===== src/rtl/pdce_pkg.sv =====
`default_nettype none
package pdce_pkg;

  localparam int MaxOwnersDef  = 8;
  localparam int LocalPagesDef = 256;
  localparam int TotalPagesDef = 2048;
  localparam int TagCountDef   = 256;

  localparam int PageW = 11;
  localparam int NodeW = 3;
  localparam int TagW  = 8;

  typedef enum logic [2:0] {
    K_SEND    = 3'd0,
    K_SETPERM = 3'd1,
    K_FETCH   = 3'd2,
    K_LOCAL   = 3'd3,
    K_DONE    = 3'd4
  } kind_e;

  typedef enum logic [1:0] {
    NS_INVALID   = 2'd0,
    NS_READING   = 2'd1,
    NS_MODIFYING = 2'd2
  } nstate_e;

  typedef enum logic [1:0] {
    ST_OK       = 2'd0,
    ST_WRONG    = 2'd1,
    ST_INCONSIS = 2'd2
  } status_e;

  localparam logic [1:0] PermNone = 2'd0;
  localparam logic [1:0] PermRd   = 2'd1;
  localparam logic [1:0] PermRw   = 2'd2;

  localparam logic [0:0] RegNodeId = 1'b0;
  localparam logic [0:0] RegOwnCnt = 1'b1;

  // controller -> datapath commands
  typedef struct packed {
    logic       latch;     // capture request, start division
    logic       div_step;  // one restoring-division step
    logic       rd_mem;    // issue directory read
    logic       cap_ent;   // capture directory entry
    logic       scan_clr;  // reset scan index
    logic       scan_inc;  // advance scan index
    logic       inv_scan;  // invalidate node at scan index
    logic       wr_mem;    // write working entry back
    logic       emit;      // load output register
    kind_e      kind;
    logic [1:0] dsel;      // 0 req, 1 scan, 2 modifier, 3 node_id
    logic [1:0] perm;
    logic       reply;
    logic [1:0] status;
    logic       last;
    logic [2:0] upd;       // entry update op
  } cmd_t;

  localparam logic [2:0] UpdNone   = 3'd0;
  localparam logic [2:0] UpdRdClean = 3'd1;
  localparam logic [2:0] UpdRdMod  = 3'd2;
  localparam logic [2:0] UpdWrClean = 3'd3;
  localparam logic [2:0] UpdWrMod  = 3'd4;

  // datapath -> controller status
  typedef struct packed {
    logic div_done;
    logic wrong_home;
    logic req_bad;
    logic modified;
    logic mod_bad;
    logic req_local;
    logic mod_local;
    logic local_not_rd;
    logic req_rd;
    logic func;
    logic scan_end;
    logic scan_hit;
    logic out_busy;
  } stat_t;

endpackage
`default_nettype wire


===== src/rtl/pdce_ctrl.sv =====
`default_nettype none
module pdce_ctrl import pdce_pkg::*; (
  input  wire logic  clk_i,
  input  wire logic  rst_ni,
  input  wire logic  in_valid_i,
  output logic       in_stall_o,
  input  wire stat_t stat_i,
  output cmd_t       cmd_o
);
  typedef enum logic [3:0] {
    S_IDLE, S_DIV, S_CHK, S_RD, S_CAP, S_DECIDE, S_SCAN, S_GRANT,
    S_LOCAL, S_SEND2, S_WB, S_DONE
  } state_e;

  state_e    state_q;
  logic [1:0] st_q;
  logic      go;

  // latch on acceptance
  assign in_stall_o = (state_q != S_IDLE);
  assign go = in_valid_i && !in_stall_o;

  always_comb begin
    cmd_o = '0;
    cmd_o.kind = K_DONE;
    cmd_o.upd = UpdNone;
    cmd_o.latch = go;
    if (!stat_i.out_busy) begin
      unique case (state_q)
        S_DIV: cmd_o.div_step = !stat_i.div_done;
        S_RD:  cmd_o.rd_mem = 1'b1;
        S_CAP: begin cmd_o.cap_ent = 1'b1; cmd_o.scan_clr = 1'b1; end
        S_DECIDE: begin
          if (stat_i.mod_bad) ;
          else if (!stat_i.func && !stat_i.modified) begin
            if (!stat_i.req_local) begin
              cmd_o.emit = 1'b1; cmd_o.kind = K_SEND; cmd_o.perm = PermRd;
              cmd_o.reply = 1'b1; cmd_o.upd = UpdRdClean;
            end
          end else if (!stat_i.func) begin
            // modified page read back to readable: entry updated here
            cmd_o.upd = UpdRdMod;
            if (!stat_i.mod_local) begin
              cmd_o.emit = 1'b1; cmd_o.kind = K_FETCH; cmd_o.dsel = 2'd2;
              cmd_o.perm = PermRd;
            end
          end else if (stat_i.modified) begin
            if (!stat_i.mod_local) begin
              cmd_o.emit = 1'b1; cmd_o.kind = K_FETCH; cmd_o.dsel = 2'd2;
              cmd_o.perm = PermNone;
            end
          end
        end
        S_SCAN: begin
          if (!stat_i.scan_end) begin
            cmd_o.scan_inc = 1'b1;
            if (stat_i.scan_hit) begin
              cmd_o.emit = 1'b1; cmd_o.kind = K_SETPERM; cmd_o.dsel = 2'd1;
              cmd_o.inv_scan = 1'b1;
            end
          end
        end
        S_GRANT: begin
          // grant kind is picked from the entry before the write update lands
          cmd_o.emit = 1'b1;
          cmd_o.upd = stat_i.modified ? UpdWrMod : UpdWrClean;
          if (stat_i.req_local) begin
            cmd_o.kind = K_LOCAL; cmd_o.dsel = 2'd3; cmd_o.perm = PermRw;
          end else begin
            cmd_o.kind = (!stat_i.modified && stat_i.req_rd) ? K_SETPERM : K_SEND;
            cmd_o.perm = PermRw; cmd_o.reply = 1'b1;
          end
        end
        S_SEND2: begin
          cmd_o.emit = 1'b1; cmd_o.kind = K_SEND; cmd_o.perm = PermRd;
          cmd_o.reply = 1'b1;
        end
        S_LOCAL: begin
          cmd_o.emit = 1'b1; cmd_o.kind = K_LOCAL; cmd_o.dsel = 2'd3;
          cmd_o.perm = PermNone;
        end
        S_WB: cmd_o.wr_mem = 1'b1;
        S_DONE: begin
          cmd_o.emit = 1'b1; cmd_o.kind = K_DONE; cmd_o.status = st_q;
          cmd_o.last = 1'b1;
        end
        default: ;
      endcase
    end
  end

  always_ff @(posedge clk_i or negedge rst_ni) begin
    if (!rst_ni) begin
      state_q <= S_IDLE; st_q <= ST_OK;
    end else if (go) begin
      state_q <= S_DIV; st_q <= ST_OK;
    end else if (!stat_i.out_busy) begin
      unique case (state_q)
        S_IDLE: ;
        S_DIV: if (stat_i.div_done) state_q <= S_CHK;
        S_CHK: begin
          if (stat_i.wrong_home) begin st_q <= ST_WRONG; state_q <= S_DONE; end
          else if (stat_i.req_bad) begin st_q <= ST_INCONSIS; state_q <= S_DONE; end
          else state_q <= S_RD;
        end
        S_RD: state_q <= S_CAP;
        S_CAP: state_q <= S_DECIDE;
        S_DECIDE: begin
          if (stat_i.mod_bad) begin st_q <= ST_INCONSIS; state_q <= S_DONE; end
          else if (!stat_i.func && !stat_i.modified) begin
            if (stat_i.req_local) begin st_q <= ST_INCONSIS; state_q <= S_DONE; end
            else state_q <= S_WB;
          end else if (!stat_i.func) begin
            state_q <= stat_i.req_local ? S_WB : S_SEND2;
          end else if (!stat_i.modified) begin
            if (!stat_i.req_local && stat_i.local_not_rd) begin
              st_q <= ST_INCONSIS; state_q <= S_DONE;
            end else begin
              state_q <= S_SCAN;
            end
          end else state_q <= S_GRANT;
        end
        S_SCAN: if (stat_i.scan_end) state_q <= S_GRANT;
        S_GRANT: state_q <= stat_i.req_local ? S_WB : S_LOCAL;
        S_SEND2: state_q <= S_WB;
        S_LOCAL: state_q <= S_WB;
        S_WB: state_q <= S_DONE;
        S_DONE: state_q <= S_IDLE;
        default: state_q <= S_IDLE;
      endcase
    end
  end
endmodule
`default_nettype wire


===== config.mk =====
export PLATFORM = sky130hd
export DESIGN_NAME = pdce_ctrl
export DESIGN_NICKNAME = d
export VERILOG_FILES = /design/src/rtl/pdce_pkg.sv /design/src/rtl/pdce_ctrl.sv
export SDC_FILE = /design/constraint.sdc
export NUM_CORES = 1
export LEC_CHECK = 0
export ABC_AREA = 1
export BUFFER_PORTS_ARGS = -buffer_cell sky130_fd_sc_hd__buf_4
export CAP_MARGIN = 0
export CORE_MARGIN = 2
export CORE_UTILIZATION = 42
export DETAILED_ROUTE_END_ITERATION = 7
export GPL_ROUTABILITY_DRIVEN = 0
export HOLD_SLACK_MARGIN = 0.15
export PLACE_DENSITY = 0.75
export SLEW_MARGIN = 40
export SYNTH_ARGS = -nofsm -noshare
export SYNTH_HDL_FRONTEND = slang
export SYNTH_SLANG_ARGS = --single-unit

===== constraint.sdc =====
create_clock -name clk_i -period 1.47 [get_ports clk_i]
set_input_delay 0.3675 -clock clk_i [delete_from_list [all_inputs] [get_ports clk_i]]
set_output_delay 0.3675 -clock clk_i [all_outputs]
set_load 0.02 [all_outputs]

==> flow_summary.ini, run 1 <==
[place]
port_buffers = 39
placed_cells = 258
post-dp-hpwl_mm = 2.74

[clocking]
htree_levels = 1
clock-sinks = 6
clock_path_buffers = 2
numCtsBuffers = 3
clockRootBuffer = clkbuf_4

[die]
die_w_um = 50.9
start_util = 0.456
core.rowCount = 16
io_pins = 40
die_h_um = 50.9

[yosys]
ys_warn_count = 0
synthCells = 159
syn_nets = 175
ys_ff_latch = 6
avgSynthCellArea_um2 = 5.80
ys_seq_area_frac = 0.163
synth.distinct_cells = 24
synth_top_cells_by_area = dfrtp_1 (16%), nand2_1 (16%), nor2_1 (11%), inv_1 (8.5%), nand3_1 (7.1%)
syn-cell-area_um2 = 922
synth.top_cell.area_share = 0.163
yosysTopAreaCell = dfrtp_1

[outcome]
stop_error = [ERROR DPL-0038] Utilization greater than 100%, impossible to legalize
haltStage = global routing (5_1_grt)
outcome = stopped before the end

[grt]
grt_max_degree = 22

[sta]
worstEpCategory = output port
crit_endpoint = cmd_o[10]
## synthesized netlist by cell type
master / instances
nand3_4: 2
nor2_4: 4
nor2_1: 26
nand2_1: 39
nor2_2: 1
nor3_1: 4
nand4_1: 2
nand3_1: 13
inv_1: 21
a21oi_1: 8
nand2_2: 2
nand3b_2: 1
or2_2: 1
clkbuf_1: 2
buf_4: 3
nand3_2: 1
dfrtp_1: 6
nor4_1: 1
o21ai_1: 2
inv_2: 4
o21ai_0: 10
nand2_4: 4
o21ai_2: 1
nor2_8: 1
## timing repair
action / 4_1_cts
hold endpoints to repair: 6
resized for setup: 34
setup endpoints to repair: 30
hold buffers: 1
pin swaps: 24
gates cloned: 0
setup buffers: 12
## metrics by stage
step	util	setup WS, ns	area [µm²]	TNS (ns)	hold slack (ns)
CTS	0.942	-0.422	1900	-9.08	0.433
detailed placement	0.826	-0.296	1670	-3.22	0.178
global placement	0.826	-0.243	1670	-2.42	0.177
floorplan	-	-0.0978	1090	-0.874	0.0719
## logic make-up after synthesis
kind of cell           Yosys count  share of synthesized area
DFF                              6                      0.163
and+or+nand+nor                102                      0.585
buffers and inverters           30                      0.134
AOI/OAI and AO/OA               21                      0.118
==> inputs of run 2 (changes only) <==
--- a/config.mk
+++ b/config.mk
@@ -8,12 +8,11 @@
 export ABC_AREA = 1
 export BUFFER_PORTS_ARGS = -buffer_cell sky130_fd_sc_hd__buf_4
 export CAP_MARGIN = 0
-export CORE_MARGIN = 2
-export CORE_UTILIZATION = 42
+export CORE_AREA = 2 2 63 65
 export DETAILED_ROUTE_END_ITERATION = 7
+export DIE_AREA = 0 0 65 67
 export GPL_ROUTABILITY_DRIVEN = 0
-export HOLD_SLACK_MARGIN = 0.15
-export PLACE_DENSITY = 0.75
+export PLACE_DENSITY_LB_ADDON = 0.15
 export SLEW_MARGIN = 40
 export SYNTH_ARGS = -nofsm -noshare
 export SYNTH_HDL_FRONTEND = slang
==> constraint.sdc (replaced) <==
create_clock -name clk_i -period 1.91 [get_ports clk_i]
set_input_delay 0.4775 -clock clk_i [delete_from_list [all_inputs] [get_ports clk_i]]
set_output_delay 0.4775 -clock clk_i [all_outputs]
set_load 0.02 [all_outputs]
==> run 2 against run 1 <==
Effect of this change: the flow now finishes, with violations (setup timing); area after synthesis unchanged; synthesized cell count unchanged.
==> flow_summary.ini, run 2 <==
[outcome]
outcome = complete, but fails checks
failed_checks = setup timing

[worst_setup_path]
cp_data_arrival_time_ns = 1.45
cpPeakStageDelay_ns = 0.44
cpMaxStageDelayCell = dfrtp_2
startpoint = state_q[2]$_DFFE_PN0P_
worstSetupPathType = reg -> out
cp-start-kind = flip-flop
cp_num_cells = 8
worst-endpoint-required_ns = 1.43
regToRegStartpoint = state_q[2]$_DFFE_PN0P_
crit_family = flip-flops
end_kind = output port
crit_buf_inv = 3
critPathMostFrequentCell = inv_1
reg2regPathDepth = 8
crit_path_cell_trace = inv_1, nand2_4, inv_1, nand2_1, nand3_1, nor2_2, a21oi_2, buf_6
crit_path_max_fanout = 4

[place]
port_buffers = 39
post-dp-hpwl_mm = 2.44
pre_cts_slack_ns = -0.0932

[yosys]
syn_nets = 175
synth.distinct_cells = 24
ys_ff_latch = 6
synth_edf_count = 0
yosysMostFrequentCell = nand2_1
yosysTopAreaCell = dfrtp_1
synth_ff_type = dfrtp_1
synthTopCellsByCount = nand2_1 (39), nor2_1 (26), inv_1 (21)
ys_seq_area_frac = 0.163
synth_top_cells_by_area = dfrtp_1 (16%), nand2_1 (16%), nor2_1 (11%), inv_1 (8.5%), nand3_1 (7.1%)
synthCells = 159
avgSynthCellArea_um2 = 5.80
synth.top_cell.area_share = 0.163
ys_warn_count = 0
async_flop_share = 1.00
syn-cell-area_um2 = 922

[die]
core_area_um2 = 3610
die_w_um = 65
start_util = 0.256
io_pins = 40
dieArea_um2 = 4360
die_h_um = 67
core.rowCount = 22

[finish]
drive_above_1_share = 0.539
n_antenna_cell = 0
max_flop_register = state_q
final_nets = 250
final_util = 0.471
final_cell_mix = buf_4 (70), nand2_1 (32), nor2_1 (21)
largest_reg_flops = 4
layout_commonest_cell = buf_4
syn2layout_area_growth_pct = 84.0
fillers = 377
top_regs = state_q (4), st_q (2)

[pwr]
powerDensity_nw_per_um2 = 1250
power_mw = 2.12
leakage_nw = 0.947
vdd_ir_drop_max_uv = 631

[routing]
wl_per_cell_um = 11.2
via_per_inst = 4.42
ant_nets = 0
drc = 0
vias = 1237
drt-total-wl_mm = 3.13
drt-initial-drc-count = 26
drt_pre_antenna_iters = 4

[grt]
grt_usage = 0.144
overflow = 0
grt_pass1_vias = 1167
grt_max_degree = 23
grt_first_pass_wirelength_mm = 4.94
antenna_found_initial = 0

[worst_hold_path]
hold_class = in -> async

[clocking]
numCtsBuffers = 3
clock-sinks = 6
clockRootBuffer = clkbuf_8
clock_path_buffers = 2
htree_levels = 1
insertion_delay_ns = 0.22
clk_pin_slew_ns = 0.04
cts_tree = done

[sta]
clock.fmax_mhz = 518
worst_slack_ns = -0.0204
drv_slew = 0
worst_pin_slew_ns = 0.289
rsz0062_at_grt = yes
relSlewSlack = 0.806
period_share = 1.01
hold_viol = 0
finalSetupTns_ns = -0.0291
fin_worst_skew_ns = 0.00275
setup_viol = 3
period_minus_slack_ns = 1.93

[flow_run]
drv_cap = 0
[run 2: cells by family after synthesis]
logic type | synth area share
and+or+nand+nor | 0.585
AOI/OAI and AO/OA | 0.118
DFF | 0.163
buffers and inverters | 0.134
[run 2: timing repair]
item,in CTS,in global routing
setup buffers,10,7
resized for setup,22,19
endpoints found under the setup margin,12,18
hold buffers,0,0
pin swaps,7,11
[run 2: report_power, final]
part | internal, mW | total (mW) | switching, mW | leakage (nW)
Sequential | 0.196 | 0.280 | 0.0840 | 0.0722
Clock | 0.135 | 0.185 | 0.0500 | 0.0216
Combinational | 0.731 | 1.65 | 0.920 | 0.853
[run 2: path summary, 6_finish.rpt]
kind,endpoint,slack [ns]
max in group asynchronous,state_q[0]$_DFFE_PN0P_,1.72
min reg2reg,st_q[0]$_DFFE_PN0P_,0.52
min,st_q[1]$_DFFE_PN0P_,0.06
max reg2reg,st_q[1]$_DFFE_PN0P_,0.25
max,cmd_o[14],-0.02
min in group clk_i,st_q[0]$_DFFE_PN0P_,0.52
[run 2: final cells by class]
cell class,count,area [µm²],area share
clock buffers,3,41.3,0.0243
inverters,25,98.8,0.0583
multi-input cells,123,761,0.448
flip-flops and latches,6,154,0.0907
well taps,48,60.1,0.0354
repair buffers,75,582,0.343
[run 2: through the flow]
stage	instances	area, µm²	hold slack, ns
global route	280	1700	0.0601
CTS	273	1570	0.0569
finish	280	1700	0.0604
detailed placement	260	1400	0.291
global placement	260	1400	0.289
floorplan	159	932	0.182
[run 2: metal layers]
metal | track usage | vias up | wire, µm
met4 | 0.0638 | 0 | 27
met1 | 0.176 | 555 | 1390
li1 | - | 648 | -
met3 | 0.0118 | 4 | 145
met2 | 0.256 | 30 | 1560
met5 | 0 | - | 0
Note: power is estimated with default switching activity, not from simulation.
==> inputs of run 3 (changes only) <==
--- a/config.mk
+++ b/config.mk
@@ -13,6 +13,7 @@
 export DIE_AREA = 0 0 65 67
 export GPL_ROUTABILITY_DRIVEN = 0
 export PLACE_DENSITY_LB_ADDON = 0.15
+export SKIP_LAST_GASP = 1
 export SLEW_MARGIN = 40
 export SYNTH_ARGS = -nofsm -noshare
 export SYNTH_HDL_FRONTEND = slang
==> run 3 against run 2 <==
Effect of this change: utilization decreased by 0.24 points; critical path depth is the same; die area unchanged; hold slack about the same; clock power is essentially flat; wire length rose by 1.1%; the flow still finishes with violations (setup timing); sequential share of layout area about the same; flip-flop and latch count is the same.
==> flow_summary.ini, run 3 (same netlist as run 2, synthesis figures left out) <==
[outcome]
outcome = complete, but fails checks
failed_checks = setup timing

[routing]
wl_per_cell_um = 11.3
ant_nets = 0
via_per_inst = 4.43
drt_pre_antenna_iters = 4
drt-total-wl_mm = 3.17
drt-initial-drc-count = 32
vias = 1241
drc = 0

[worst_setup_path]
cp_data_arrival_time_ns = 1.45
worstSetupPathType = reg -> out
reg2regPathDepth = 8
regToRegStartpoint = state_q[2]$_DFFE_PN0P_
regToRegEndpoint = st_q[1]$_DFFE_PN0P_
crit_path_max_fanout = 4
end_kind = output port
r2r_slack_ns = 0.28
worst-endpoint-required_ns = 1.43
cp-start-kind = flip-flop

[grt]
antenna_found_initial = 0
grt_max_degree = 23
grt_usage = 0.144
grt_pass1_vias = 1167
overflow = 0
grt_first_pass_wirelength_mm = 4.94

[clocking]
clock_path_buffers = 2
clock-sinks = 6
htree_levels = 1
clockRootBuffer = clkbuf_8
clk_pin_slew_ns = 0.04
numCtsBuffers = 3
insertion_delay_ns = 0.22
cts_tree = done
hold_buffers = 0

[pwr]
power_mw = 2.10
vdd_ir_drop_max_uv = 631
powerDensity_nw_per_um2 = 1250
leakage_nw = 0.939

[sta]
hold_viol = 0
period_minus_slack_ns = 1.93
worst_slack_ns = -0.0206
period_share = 1.01
setup_viol = 2
rsz0062_at_grt = yes
worst_pin_slew_ns = 0.289
clock.fmax_mhz = 518
fin_worst_skew_ns = 0.00275
worst_hold_slack_ns = 0.0604
drv_slew = 0
relSlewSlack = 0.806
finalSetupTns_ns = -0.0207

[finish]
drive_above_1_share = 0.539
final_cell_mix = buf_4 (70), nand2_1 (32), nor2_1 (21)
final_util = 0.468
max_flop_register = state_q
top_regs = state_q (4), st_q (2)
final_nets = 250
n_antenna_cell = 0
layout_commonest_cell = buf_4
fillers = 380
largest_reg_flops = 4
syn2layout_area_growth_pct = 83.0

[place]
post-dp-hpwl_mm = 2.44
port_buffers = 39
pre_cts_slack_ns = -0.0932

[die]
core.rowCount = 22
die_w_um = 65
dieArea_um2 = 4360
io_pins = 40
core_area_um2 = 3610
die_h_um = 67
start_util = 0.256

[worst_hold_path]
hold_class = in -> async

[flow_run]
drv_cap = 0
## run 3: critical path, stage by stage (launching register included)
cell	delay, ns
dfrtp_2	0.44
inv_1	0.15
nand2_4	0.09
inv_1	0.09
nand2_1	0.07
nand3_1	0.09
nor2_2	0.04
a21oi_2	0.12
buf_6	0.13
## run 3: repair_timing
item                       4_1_cts  5_1_grt
setup endpoints to repair       12       18
buffers inserted                10        7
resized for setup               22       18
pin swaps                        7       11
## run 3: report_power, final
group / total, mW / internal (mW) / switching [mW]
registers: 0.279 / 0.196 / 0.0827
clock network: 0.185 / 0.135 / 0.0500
logic: 1.64 / 0.727 / 0.914
total: 2.10 / 1.06 / 1.05
## run 3: area by class of cell
cell class | count | area, µm² | area share
repair buffers | 75 | 582 | 0.345
clock buffers | 3 | 41.3 | 0.0245
multi-input cells | 123 | 752 | 0.446
well taps | 48 | 60.1 | 0.0356
inverters | 25 | 98.8 | 0.0586
flip-flops and latches | 6 | 154 | 0.0912
## run 3: worst max-delay path by stage
stage | slack [ns] | startpoint | end | depth (start not counted)
after detailed placement | -0.09 | stat_i[8] | cmd_o[14] | 8
final | -0.02 | state_q[2]$_DFFE_PN0P_ | cmd_o[14] | 8
after global placement | -0.07 | stat_i[8] | cmd_o[14] | 8
after CTS | -0.008 | state_q[3]$_DFFE_PN0P_ | cmd_o[11] | 8
after global routing | -0.12 | state_q[0]$_DFFE_PN0P_ | cmd_o[10] | 7
after floorplan | -0.006 | stat_i[0] | cmd_o[19] | 3
## run 3: layer usage
layer | global-route usage | vias up | share of wire
met5 | 0 | - | 0
met1 | 0.176 | 557 | 0.44
met3 | 0.0118 | 4 | 0.051
li1 | - | 648 | -
met2 | 0.256 | 32 | 0.50
met4 | 0.0638 | 0 | 0.0085
## run 3: stage by stage
step                      std cells  instance area, µm²
after global placement          260                1400
after CTS                       273                1570
after detailed placement        260                1400
final                           280                1690
after global routing            280                1690
after floorplan                 159                 932
==> inputs of run 4 (changes only) <==
==> constraint.sdc (replaced) <==
create_clock -name clk_i -period 1.65 [get_ports clk_i]
set_input_delay 0.4125 -clock clk_i [delete_from_list [all_inputs] [get_ports clk_i]]
set_output_delay 0.4125 -clock clk_i [all_outputs]
set_load 0.02 [all_outputs]
==> run 4 against run 3 <==
Effect of this change: the run still ends with setup timing left; final cell count rose by 3.9%; die area did not move; worst setup slack got worse by 0.20 ns; first-iteration DRC count fell by 38%.
==> flow_summary.ini, run 4 (same netlist as run 2, synthesis figures left out) <==
[worst_setup_path]
regToRegStartpoint = state_q[1]$_DFFE_PN0P_
crit_path_cell_trace = inv_2, nand2_4, inv_2, nand2_4, nor2_4, nor2_1, a21oi_2, buf_4
cp-start-kind = flip-flop
crit_path_max_fanout = 5
crit_family = flip-flops
startpoint = state_q[1]$_DFFE_PN0P_
r2r_slack_ns = 0
crit_buf_inv = 3
end_kind = output port
cp_data_arrival_time_ns = 1.46
regToRegEndpoint = st_q[1]$_DFFE_PN0P_
cp_num_cells = 8
cpMaxStageDelayCell = dfrtp_2
cpPeakStageDelay_ns = 0.47
worst-endpoint-required_ns = 1.24
critPathCapture = cmd_o[14]
reg2regPathDepth = 9
worstSetupPathType = reg -> out

[grt]
overflow = 0
grt_max_degree = 23
grt_usage = 0.146
grt_first_pass_wirelength_mm = 5.02
antenna_found_initial = 0
grt_pass1_vias = 1187

[finish]
n_antenna_cell = 0
max_flop_register = state_q
syn2layout_area_growth_pct = 103
fillers = 383
top_regs = state_q (4), st_q (2)
final_nets = 260
drive_above_1_share = 0.597
fin_cells = 291
final_cell_mix = buf_4 (64), nand2_1 (28), buf_6 (20)
largest_reg_flops = 4
layout_commonest_cell = buf_4

[sta]
fin_worst_skew_ns = 0.00520
period_share = 1.14
relSlewSlack = 0.804
setup_viol = 24
worst_hold_slack_ns = 0.491
hold_viol = 0
clock.fmax_mhz = 534
worst_pin_slew_ns = 0.293
period_minus_slack_ns = 1.87
drv_slew = 0
rsz0062_at_grt = yes
worst_slack_ns = -0.223
finalSetupTns_ns = -3.71

[flow_run]
drv_cap = 0

[place]
pre_cts_slack_ns = -0.183
placed_cells = 274
port_buffers = 39
post-dp-hpwl_mm = 2.48

[outcome]
outcome = complete, but fails checks
failed_checks = setup timing

[clocking]
clockRootBuffer = clkbuf_8
numCtsBuffers = 3
clk_pin_slew_ns = 0.04
insertion_delay_ns = 0.22
clock_path_buffers = 2
htree_levels = 1
cts_tree = done
clock-sinks = 6

[pwr]
vdd_ir_drop_max_uv = 1060
leakage_nw = 1.05
power_mw = 2.59
powerDensity_nw_per_um2 = 1390

[routing]
drt-initial-drc-count = 20
wl_per_cell_um = 10.5
ant_nets = 0
vias = 1258
via_per_inst = 4.32
drt-total-wl_mm = 3.06
drt_pre_antenna_iters = 4
drc = 0

[die]
dieArea_um2 = 4360
io_pins = 40
core.rowCount = 22
die_h_um = 67
die_w_um = 65
start_util = 0.256
core_area_um2 = 3610

[worst_hold_path]
hold_class = reg -> reg
run 4: cell count changes in the layout (fill, tap and decap cells not counted), sizes merged:
| cell | before | now |
|---|---|---|
| dlygate4sd3 | 0 | 1 |
| buf | 75 | 84 |
| clkbuf | 3 | 4 |
run 4: how the worst min path moves through the flow:
stage,slack (ns),cells past startpoint,to,startpoint
3_3_place_gp,0.23,1,state_q[0]$_DFFE_PN0P_,rst_ni
2_1_floorplan,0.12,0,st_q[0]$_DFFE_PN0P_,rst_ni
4_1_cts,0.48,2,st_q[0]$_DFFE_PN0P_,st_q[0]$_DFFE_PN0P_
6_report,0.49,2,st_q[0]$_DFFE_PN0P_,st_q[0]$_DFFE_PN0P_
5_1_grt,0.53,2,st_q[1]$_DFFE_PN0P_,st_q[1]$_DFFE_PN0P_
3_5_place_dp,0.23,1,state_q[2]$_DFFE_PN0P_,rst_ni
run 4: final cells by class:
| cell class | instances | area, µm² | area share |
|---|---|---|---|
| flip-flops and latches | 6 | 153 | 0.0817 |
| well taps | 48 | 60.1 | 0.0322 |
| clock buffers | 4 | 45.0 | 0.0241 |
| repair buffers | 85 | 716 | 0.383 |
| multi-input cells | 123 | 798 | 0.427 |
| inverters | 25 | 96.3 | 0.0516 |
run 4: through the flow:
stage                      util  area, µm²
after floorplan               -        962
after global placement    0.429       1550
after detailed placement  0.429       1550
after CTS                 0.501       1810
after global routing      0.518       1870
final                     0.518       1870
run 4: metal layers:
metal  share of wire  track usage  vias up  routed length (µm)
met2            0.46        0.256       25                1420
met1            0.50        0.194      561                1520
met5               0            0        -                   0
met3           0.033       0.0101        2                 101
met4          0.0039       0.0319        0                  12
li1                -            -      670                   -
run 4: worst register-to-register path: cells and delay by family (launching register included):
family | cells | cell delay (ns)
and+or+nand+nor | 5 | 0.49
DFF | 1 | 0.47
buffers and inverters | 3 | 0.44
AOI/OAI and AO/OA | 1 | 0.15
run 4: report_power, final:
group / switching [mW] / internal (mW) / total, mW
Sequential: 0.116 / 0.225 / 0.341
Combinational: 1.07 / 0.947 / 2.02
Clock: 0.0659 / 0.166 / 0.232
run 4: repair_timing:
action	CTS	global route
hold endpoints to repair	6	0
pin swaps	18	9
gates resized for setup	39	20
endpoints found under the setup margin	26	29
hold buffers	1	0
setup buffers	11	3
